<file path="config.mk">
export PLATFORM = sky130hd
export DESIGN_NAME = base64_stream_codec
export DESIGN_NICKNAME = d
export VERILOG_FILES = /design/src/rtl/b64_pkg.sv /design/src/rtl/base64_stream_codec.sv /design/src/rtl/b64_regs.sv /design/src/rtl/b64_step.sv
export SDC_FILE = /design/constraint.sdc
export NUM_CORES = 1
export LEC_CHECK = 0
export BUFFER_PORTS_ARGS = -buffer_cell sky130_fd_sc_hd__buf_2
export CORE_UTILIZATION = 25
export CTS_CLUSTER_DIAMETER = 200
export DETAILED_ROUTE_END_ITERATION = 8
export GPL_TIMING_DRIVEN = 0
export PLACE_DENSITY_LB_ADDON = 0.12
export RECOVER_POWER = 100
export SETUP_SLACK_MARGIN = 0.3
export SYNTH_ARGS = -nofsm -noshare
export SYNTH_HDL_FRONTEND = slang
export SYNTH_SLANG_ARGS = --single-unit
</file>
<file path="constraint.sdc">
create_clock -name clk -period 7.5 [get_ports clk]
set_clock_uncertainty 0.05 [all_clocks]
set_input_delay 0.375 -clock clk [delete_from_list [all_inputs] [get_ports clk]]
set_output_delay 0.375 -clock clk [all_outputs]
set_load 0.05 [all_outputs]
</file>
<file path="src/rtl/b64_pkg.sv">
// Package for the base64 stream codec: result and message state types,
// alphabet constants and the character conversion functions.
// No dependencies.
`timescale 1ns / 1ps

package b64_pkg;

  localparam int unsigned PADDR_W = 3;
  localparam int unsigned PDATA_W = 32;

  // Register index of the mode register.
  localparam logic [0:0] REG_MODE = 1'b0;

  localparam logic [0:0] MODE_ENCODE = 1'b0;
  localparam logic [0:0] MODE_DECODE = 1'b1;

  localparam logic [7:0] CHAR_UPPER_A = 8'h41;
  localparam logic [7:0] CHAR_UPPER_Z = 8'h5a;
  localparam logic [7:0] CHAR_LOWER_A = 8'h61;
  localparam logic [7:0] CHAR_LOWER_Z = 8'h7a;
  localparam logic [7:0] CHAR_ZERO    = 8'h30;
  localparam logic [7:0] CHAR_NINE    = 8'h39;
  localparam logic [7:0] CHAR_PLUS    = 8'h2b;
  localparam logic [7:0] CHAR_SLASH   = 8'h2f;
  localparam logic [7:0] CHAR_NUL     = 8'h00;

  typedef struct packed {
    logic [7:0] data;
    logic       has_data;
    logic       bad;
    logic       last;
  } b64_res_t;

  typedef struct packed {
    logic [7:0] acc;
    logic [2:0] held;
    logic       stopped;
    logic       err;
  } b64_state_t;

  typedef struct packed {
    logic       valid;
    logic [5:0] value;
  } b64_sextet_t;

  typedef struct packed {
    logic       mode;
    logic       clear;
  } b64_ctrl_t;

  function automatic logic [7:0] sextet_to_char(input logic [5:0] v);
    logic [7:0] c;
    if (v < 6'd26) begin
      c = CHAR_UPPER_A + {2'b00, v};
    end else if (v < 6'd52) begin
      c = CHAR_LOWER_A + {2'b00, v - 6'd26};
    end else if (v < 6'd62) begin
      c = CHAR_ZERO + {2'b00, v - 6'd52};
    end else if (v == 6'd62) begin
      c = CHAR_PLUS;
    end else begin
      c = CHAR_SLASH;
    end
    return c;
  endfunction

  function automatic b64_sextet_t char_to_sextet(input logic [7:0] c);
    b64_sextet_t s;
    s.valid = 1'b1;
    s.value = 6'd0;
    if (c >= CHAR_UPPER_A && c <= CHAR_UPPER_Z) begin
      s.value = 6'(c - CHAR_UPPER_A);
    end else if (c >= CHAR_LOWER_A && c <= CHAR_LOWER_Z) begin
      s.value = 6'(c - CHAR_LOWER_A) + 6'd26;
    end else if (c >= CHAR_ZERO && c <= CHAR_NINE) begin
      s.value = 6'(c - CHAR_ZERO) + 6'd52;
    end else if (c == CHAR_PLUS) begin
      s.value = 6'd62;
    end else if (c == CHAR_SLASH) begin
      s.value = 6'd63;
    end else begin
      s.valid = 1'b0;
    end
    return s;
  endfunction

endpackage

</file>
<file path="src/rtl/base64_stream_codec.sv">
// Unpadded base64 stream codec. An accepted item sits in the input register;
// its first result then moves to the output register once that is free.
// Items with at most one result go at one per cycle while the output is not
// stalled; an encoded byte with two characters holds the input register
// until both pass the single output register. Reset is synchronous and
// clears mode, message state and all valid flags at once, with no clearing pass.
`timescale 1ns / 1ps

module base64_stream_codec
  import b64_pkg::*;
(
  input  logic                 clk,
  input  logic                 rst,
  input  logic                 psel,
  input  logic                 penable,
  input  logic                 pwrite,
  input  logic [PADDR_W-1:0]   paddr,
  input  logic [PDATA_W-1:0]   pwdata,
  output logic [PDATA_W-1:0]   prdata,
  output logic                 pready,
  input  logic                 in_valid,
  output logic                 in_ready,
  input  logic [7:0]           in_byte,
  input  logic                 in_last,
  output logic                 out_valid,
  input  logic                 out_ready,
  output logic [7:0]           out_byte,
  output logic                 has_data,
  output logic                 bad_char,
  output logic                 out_last
);

  b64_ctrl_t  ctrl;
  b64_state_t st;
  b64_state_t st_next;
  b64_res_t   res0;
  b64_res_t   res1;
  b64_res_t   res_sel;
  b64_res_t   ores;
  logic [1:0] count;
  logic       ir_valid;
  logic [7:0] ir_byte;
  logic       ir_last;
  logic       ph;
  logic       ovalid;
  logic       out_load;
  logic       emit;
  logic       consume;

  b64_regs u_regs (
    .clk     (clk),
    .rst     (rst),
    .psel    (psel),
    .penable (penable),
    .pwrite  (pwrite),
    .paddr   (paddr),
    .pwdata  (pwdata),
    .prdata  (prdata),
    .pready  (pready),
    .ctrl    (ctrl)
  );

  b64_step u_step (
    .mode      (ctrl.mode),
    .st        (st),
    .item_byte (ir_byte),
    .item_last (ir_last),
    .count     (count),
    .res0      (res0),
    .res1      (res1),
    .st_next   (st_next)
  );

  // The held item leaves once its last result is loaded; an item with no
  // result leaves at once whatever the output side does.
  assign out_load = !ovalid || out_ready;
  assign emit     = ir_valid && out_load && (count != 2'd0);
  assign consume  = ir_valid &&
                    ((count == 2'd0) || (out_load && ((count == 2'd1) || ph)));
  assign res_sel  = ph ? res1 : res0;
  assign in_ready = !ir_valid || consume;

  always_ff @(posedge clk) begin
    if (rst) begin
      ir_valid <= 1'b0;
      ph       <= 1'b0;
      ovalid   <= 1'b0;
      st       <= '0;
    end else begin
      if (in_ready) begin
        ir_valid <= in_valid;
      end
      if (consume) begin
        ph <= 1'b0;
      end else if (emit) begin
        ph <= 1'b1;
      end
      if (ctrl.clear) begin
        st <= '0;
      end else if (consume) begin
        st <= st_next;
      end
      if (out_load) begin
        ovalid <= emit;
      end
    end
  end

  always_ff @(posedge clk) begin
    if (in_valid && in_ready) begin
      ir_byte <= in_byte;
      ir_last <= in_last;
    end
    if (emit) begin
      ores <= res_sel;
    end
  end

  assign out_valid = ovalid;
  assign out_byte  = ores.data;
  assign has_data  = ores.has_data;
  assign bad_char  = ores.bad;
  assign out_last  = ores.last;

  // The second-result phase only exists for a held item with two results.
  a_phase_two: assert property (@(posedge clk) disable iff (rst)
    ph |-> (ir_valid && (count == 2'd2)))
    else $error("second-result phase without a two-result item");

  // An empty result is either an error report or the end of a message.
  a_empty_res: assert property (@(posedge clk) disable iff (rst)
    (ovalid && !ores.has_data) |-> ((ores.bad || ores.last) && (ores.data == 8'h00)))
    else $error("empty result that is neither bad nor last");

  // The last item of a message leaves no message state behind.
  a_last_clear: assert property (@(posedge clk) disable iff (rst)
    (consume && ir_last) |=> (st == '0))
    else $error("message state not cleared after last item");

  // Message state only changes when an item leaves or on a mode write.
  a_state_hold: assert property (@(posedge clk) disable iff (rst)
    (!consume && !ctrl.clear) |=> $stable(st))
    else $error("message state changed without a transfer");

endmodule

</file>
<file path="src/rtl/b64_regs.sv">
// APB register block of the base64 stream codec: the mode register.
// Depends on b64_pkg.
`timescale 1ns / 1ps

module b64_regs
  import b64_pkg::*;
(
  input  logic                 clk,
  input  logic                 rst,
  input  logic                 psel,
  input  logic                 penable,
  input  logic                 pwrite,
  input  logic [PADDR_W-1:0]   paddr,
  input  logic [PDATA_W-1:0]   pwdata,
  output logic [PDATA_W-1:0]   prdata,
  output logic                 pready,
  output b64_ctrl_t            ctrl
);

  logic mode;
  logic clear;
  logic wr_en;
  logic sel_mode;

  assign pready   = 1'b1;
  assign sel_mode = (paddr[PADDR_W-1] == REG_MODE);
  assign wr_en    = psel && penable && pwrite && pready;

  always_ff @(posedge clk) begin
    if (rst) begin
      mode  <= MODE_ENCODE;
      clear <= 1'b0;
    end else begin
      clear <= 1'b0;
      if (wr_en && sel_mode) begin
        mode  <= pwdata[0];
        clear <= 1'b1;
      end
    end
  end

  assign prdata = sel_mode ? {{(PDATA_W-1){1'b0}}, mode} : '0;

  // A mode write also clears the message state in the cycle after the write;
  // the user makes it only while the block is idle; the block does not check.
  assign ctrl.mode  = mode;
  assign ctrl.clear = clear;

endmodule

</file>
<file path="src/rtl/b64_step.sv">
// Per-item datapath of the base64 stream codec: up to two results and the
// next message state from the held item and the current state.
// Depends on b64_pkg.
`timescale 1ns / 1ps

module b64_step
  import b64_pkg::*;
(
  input  logic       mode,
  input  b64_state_t st,
  input  logic [7:0] item_byte,
  input  logic       item_last,
  output logic [1:0] count,
  output b64_res_t   res0,
  output b64_res_t   res1,
  output b64_state_t st_next
);

  logic [2:0]   h;
  logic [5:0]   pend;
  logic [13:0]  enc_comb;
  logic [3:0]   enc_total;
  logic [3:0]   enc_rem;
  logic [13:0]  enc_sh0;
  logic [13:0]  enc_sh1;
  logic [5:0]   flush_bits;
  logic         flush_en;
  logic [1:0]   enc_full;
  logic [11:0]  dec_comb;
  logic [3:0]   dec_total;
  logic [3:0]   dec_rem;
  logic [11:0]  dec_sh;
  b64_sextet_t  sx;
  b64_res_t     c0;
  b64_res_t     c1;
  b64_res_t     cf;

  always_comb begin
    h    = (st.held > 3'd6) ? 3'd6 : st.held;
    pend = st.acc[5:0] & 6'((7'd1 << h) - 7'd1);

    // Encode: six bits leave per character, oldest bits first.
    enc_comb  = {pend, item_byte};
    enc_total = {1'b0, h} + 4'd8;
    enc_sh0   = enc_comb >> (enc_total - 4'd6);
    enc_sh1   = enc_comb >> (enc_total - 4'd12);
    if (enc_total >= 4'd12) begin
      enc_full = 2'd2;
      enc_rem  = enc_total - 4'd12;
    end else begin
      enc_full = 2'd1;
      enc_rem  = enc_total - 4'd6;
    end
    flush_bits = enc_comb[5:0] << (4'd6 - enc_rem);
    flush_en   = item_last && (enc_rem != 4'd0) && (enc_full != 2'd2);

    c0 = '{data: sextet_to_char(enc_sh0[5:0]), has_data: 1'b1, bad: 1'b0, last: 1'b0};
    c1 = '{data: sextet_to_char(enc_sh1[5:0]), has_data: 1'b1, bad: 1'b0, last: 1'b0};
    cf = '{data: sextet_to_char(flush_bits), has_data: 1'b1, bad: 1'b0, last: 1'b0};

    // Decode: a byte leaves once eight bits have gathered.
    sx        = char_to_sextet(item_byte);
    dec_comb  = {pend, sx.value};
    dec_total = {1'b0, h} + 4'd6;
    dec_sh    = dec_comb >> (dec_total - 4'd8);
    dec_rem   = (dec_total >= 4'd8) ? dec_total - 4'd8 : dec_total;

    count   = 2'd0;
    res0    = '0;
    res1    = '0;
    st_next = st;

    if (mode == MODE_ENCODE) begin
      res0  = c0;
      res1  = (enc_full == 2'd2) ? c1 : cf;
      count = enc_full + {1'b0, flush_en};
      if (item_last) begin
        if (count == 2'd2) begin
          res1.last = 1'b1;
        end else begin
          res0.last = 1'b1;
        end
        st_next = '0;
      end else begin
        st_next.acc  = 8'(enc_comb & ((14'd1 << enc_rem) - 14'd1));
        st_next.held = enc_rem[2:0];
      end
    end else if (st.stopped || st.err) begin
      // The rest of the message is ignored until its last item.
      if (item_last) begin
        count   = 2'd1;
        res0    = '{data: 8'h00, has_data: 1'b0, bad: st.err, last: 1'b1};
        st_next = '0;
      end
    end else if (item_byte == CHAR_NUL) begin
      if (item_last) begin
        count   = 2'd1;
        res0    = '{data: 8'h00, has_data: 1'b0, bad: 1'b0, last: 1'b1};
        st_next = '0;
      end else begin
        st_next.stopped = 1'b1;
      end
    end else if (!sx.valid) begin
      count = 2'd1;
      res0  = '{data: 8'h00, has_data: 1'b0, bad: 1'b1, last: item_last};
      if (item_last) begin
        st_next = '0;
      end else begin
        st_next.err = 1'b1;
      end
    end else begin
      if (dec_total >= 4'd8) begin
        count = 2'd1;
        res0  = '{data: dec_sh[7:0], has_data: 1'b1, bad: 1'b0, last: item_last};
      end else if (item_last) begin
        count = 2'd1;
        res0  = '{data: 8'h00, has_data: 1'b0, bad: 1'b0, last: 1'b1};
      end
      if (item_last) begin
        st_next = '0;
      end else begin
        st_next.acc  = 8'(dec_comb & ((12'd1 << dec_rem) - 12'd1));
        st_next.held = dec_rem[2:0];
      end
    end
  end

endmodule

</file>
==> insert_results.sql <==
INSERT INTO impl_metrics (metric_group, metric, value, unit) VALUES
('worst_setup_path', 'cp_data_arrival_time', '6.75', 'ns'),
('detailed_routing', 'drt_first_iter_violations', '344', ''),
('synth', 'postSynth.asyncResetShare', '0', '%'),
('sta', 'worstMarginPinSlew', '1.30', 'ns'),
('synth', 'synth_edf_count', '20', ''),
('synth', 'postSynthRegisterBits', '36', ''),
('sta', 'timing.final.crit_period', '6.65', 'ns'),
('global_route', 'grt_pass1_vias', '5646', ''),
('power_and_ir_drop', 'pwr-share-clk', '21.0', '%'),
('final_layout', 'areaGrowthSynthToFinish', '13.7', '%'),
('detailed_routing', 'first_pass_iters', '5', ''),
('worst_setup_path', 'worst-endpoint-required', '7.60', 'ns'),
('final_layout', 'most-common-layout-cells', 'sky130_fd_sc_hd__nand2_1 (52), sky130_fd_sc_hd__ha_1 (50), sky130_fd_sc_hd__a21oi_1 (48), sky130_fd_sc_hd__clkbuf_1 (45), sky130_fd_sc_hd__nor2_1 (45)', ''),
('worst_setup_path', 'worst-path-max-fanout', '10', ''),
('global_route', 'antenna_found_initial', '0', ''),
('sta', 'setup-violations-final', '0', ''),
('sta', 'total_neg_setup_slack', '0', 'ns'),
('global_route', 'grt_pass1_wl', '33.4', 'mm'),
('die', 'boundaryPins', '97', ''),
('power_and_ir_drop', 'total_leakage_power', '0.00259', 'uW'),
('synth', 'synthesis.area_per_instance', '7.87', 'um^2'),
('sta', 'post-route-period-util', '88.7', '%'),
('clocking', 'cts_inserted_buffers', '5', ''),
('place', 'gp_congestion', '0.900', ''),
('worst_setup_path', 'start_kind', 'register', ''),
('clocking', 'clock-sinks', '36', ''),
('final_layout', 'post_route_cells_drive_above_1_share', '13.4', '%'),
('sta', 'slew_viol_final', '0', ''),
('clocking', 'h-tree-depth', '2', ''),
('clocking', 'root_buffer', 'sky130_fd_sc_hd__clkbuf_16', ''),
('final_layout', 'multi_input_area', '4500', 'um^2'),
('power_and_ir_drop', 'p_int', '615', 'uW'),
('synth', 'synth_seq_area_share', '15.5', '%'),
('final_layout', 'final_nets', '924', ''),
('sta', 'timing.fmax', '150', 'MHz'),
('power_and_ir_drop', 'pwr_density_cell', '170', 'nW/um^2'),
('power_and_ir_drop', 'pwr-share-seq', '21.6', '%'),
('clocking', 'cts_hold_buf', '0', ''),
('detailed_routing', 'drt-total-wl', '21.8', 'mm'),
('final_layout', 'mostFrequentLayoutCell', 'sky130_fd_sc_hd__nand2_1', ''),
('sta', 'finalHoldViolations', '0', ''),
('outcome', 'outcome', 'finished, final reports clean', ''),
('die', 'rows', '56', ''),
('die', 'floorplan.core_area', '23400', 'um^2'),
('synth', 'synth_ff_type', 'sky130_fd_sc_hd__edfxtp_1', ''),
('power_and_ir_drop', 'power_switching', '532', 'uW'),
('final_layout', 'antennaDiodeCount', '0', ''),
('worst_setup_path', 'setup.worst_path.end_class', 'register', ''),
('synth', 'yosys.cell_types.count', '99', ''),
('detailed_routing', 'route.met3.wl', '1.24', 'mm'),
('detailed_routing', 'ant_nets_after_route', '0', ''),
('clocking', 'cts_tree', 'yes', ''),
('place', 'port_buffers', '31', ''),
('power_and_ir_drop', 'sw_frac_of_total', '46.4', '%'),
('sta', 'rsz0062_at_grt', 'no', ''),
('clocking', 'clk_pin_slew_worst_paths', '0.06', 'ns'),
('sta', 'relSlewSlack', '13.3', '%'),
('clocking', 'post_cts_resize_count', '0', ''),
('clocking', 'cts.path.max_buffers', '2', ''),
('global_route', 'groute.usage.overall', '17.9', '%'),
('global_route', 'maximum_number_of_pins_on_one_net_before_global_route_repair', '13', ''),
('synth', 'yosysWarningCount', '0', ''),
('place', 'place_hpwl', '17.4', 'mm'),
('final_layout', 'ff_latch_area', '921', 'um^2'),
('synth', 'netlist_area', '5930', 'um^2'),
('flow_run', 'maxCapViolations', '0', ''),
('detailed_routing', 'top_layer_used', 'met4', ''),
('die', 'start_util', '25.3', '%'),
('worst_hold_path', 'hold_path.class', 'primary input to register', ''),
('worst_setup_path', 'r2r_setup_slack', '0.85', 'ns'),
('die', 'die_x', '156', 'um');
## power groups by stage
stage | Clock, uW | Sequential (uW) | Combinational, uW
after floorplan | 0 | 279 | 462
after global placement | 0 | 251 | 663
after detailed placement | 0 | 251 | 656
after CTS | 248 | 247 | 659
after global routing | 255 | 249 | 722
final | 241 | 247 | 659
## critical path, stage by stage (launching register included)
cell and delay (ns):
sky130_fd_sc_hd__dfxtp_1 0.60, sky130_fd_sc_hd__clkbuf_1 0.43, sky130_fd_sc_hd__clkbuf_1 0.48, sky130_fd_sc_hd__inv_1 0.25, sky130_fd_sc_hd__ha_1 0.46, sky130_fd_sc_hd__nand3b_1 0.32, sky130_fd_sc_hd__xnor2_1 0.22, sky130_fd_sc_hd__a2111oi_1 1.14
sky130_fd_sc_hd__inv_1 0.28, sky130_fd_sc_hd__ha_1 0.33, sky130_fd_sc_hd__inv_1 0.12, sky130_fd_sc_hd__o2111a_1 0.36, sky130_fd_sc_hd__a2bb2oi_1 0.27, sky130_fd_sc_hd__o31ai_1 0.10, sky130_fd_sc_hd__a2111oi_0 0.87, sky130_fd_sc_hd__or4_1 0.22
## registers in the layout (all words and copies together), names as in the netlist
register and flops:
bad_char 1, has_data 1, ir_byte 8, ir_last 1, ir_valid 1, out_byte 8, out_last 1, out_valid 1
ph 1, st 11, u_regs.clear 1, u_regs.mode 1
## final timing paths
kind              cells after the start          end
setup / recovery                     15  out_byte[5]
hold / removal                        1   ir_byte[2]
setup reg to reg                     15  out_byte[5]
hold reg to reg                       2        st[6]
## through the flow
step / area [um^2] / setup WS (ns) / util, % / power, uW / cells
5_1_grt: 6740 / 0.614 / 28.8 / 1230 / 1142
4_1_cts: 6760 / 0.992 / 28.9 / 1150 / 1142
6_report: 6740 / 0.850 / 28.8 / 1150 / 1142
3_3_place_gp: 6600 / 0.876 / 28.2 / 915 / 1134
2_1_floorplan: 6040 / 2.65 / - / 741 / 784
3_5_place_dp: 6600 / 0.984 / 28.2 / 907 / 1134
## layer usage
layer / vias up / global-route usage [%]
met4: 0 / 5.42
li1: 2916 / -
met3: 31 / 3.31
met2: 196 / 28.6
met1: 2814 / 24.2
met5: - / 0
## cells in the mapped netlist (6+ instances only)
cell type                   instances  share of area [%]
sky130_fd_sc_hd__xnor2_1           21                3.1
sky130_fd_sc_hd__nor2_1            45                2.8
sky130_fd_sc_hd__dfxtp_1           16                5.4
sky130_fd_sc_hd__a211oi_1          19                2.4
sky130_fd_sc_hd__buf_4             33                4.2
sky130_fd_sc_hd__a31oi_1            8               0.84
sky130_fd_sc_hd__a221oi_1           8                1.2
sky130_fd_sc_hd__a2111oi_0          8                1.2
sky130_fd_sc_hd__and2_1            11                1.2
sky130_fd_sc_hd__a21oi_1           48                4.0
sky130_fd_sc_hd__nand3_1           18                1.5
sky130_fd_sc_hd__nor3b_1            9                1.1
sky130_fd_sc_hd__a21o_1             8                1.0
sky130_fd_sc_hd__clkbuf_1          28                1.8
sky130_fd_sc_hd__o21ai_0           30                2.5
sky130_fd_sc_hd__nand3b_1           7               0.89
sky130_fd_sc_hd__a211o_1            6               0.89
sky130_fd_sc_hd__or3_1             12                1.3
sky130_fd_sc_hd__nand4_1            8               0.84
sky130_fd_sc_hd__nor3_1            18                1.5
sky130_fd_sc_hd__nand2b_1          20                2.1
sky130_fd_sc_hd__inv_1             37                2.3
sky130_fd_sc_hd__buf_2             13                1.1
sky130_fd_sc_hd__nor2b_1           13                1.4
sky130_fd_sc_hd__o211ai_1          17                2.2
sky130_fd_sc_hd__and3_1             8               0.84
sky130_fd_sc_hd__mux2i_1           13                2.2
sky130_fd_sc_hd__ha_1              50                 11
sky130_fd_sc_hd__nor4_1             6               0.63
sky130_fd_sc_hd__edfxtp_1          20                 10
sky130_fd_sc_hd__nand2_1           52                3.3
## area by class of cell
type / instances / area share [%]
flip-flops and latches: 36 / 13.7
multi-input cells: 627 / 66.7
clock buffers: 6 / 1.91
plain buffers: 82 / 7.05
well taps: 319 / 5.92
repair buffers: 31 / 2.04
clock inverters: 2 / 0.520
inverters: 39 / 2.17
## cell families after synthesis
group,Yosys count,synth area share [%]
other,2,0.127
and+or+nand+nor,261,24.7
adders and majority gates,51,10.9
DFF,36,15.5
xor gates and xnor gates,26,3.84
buffers and inverters,121,10.5
muxes,23,4.85
AOI/OAI and AO/OA,234,29.6
Note: power is estimated with default switching activity, not from simulation.
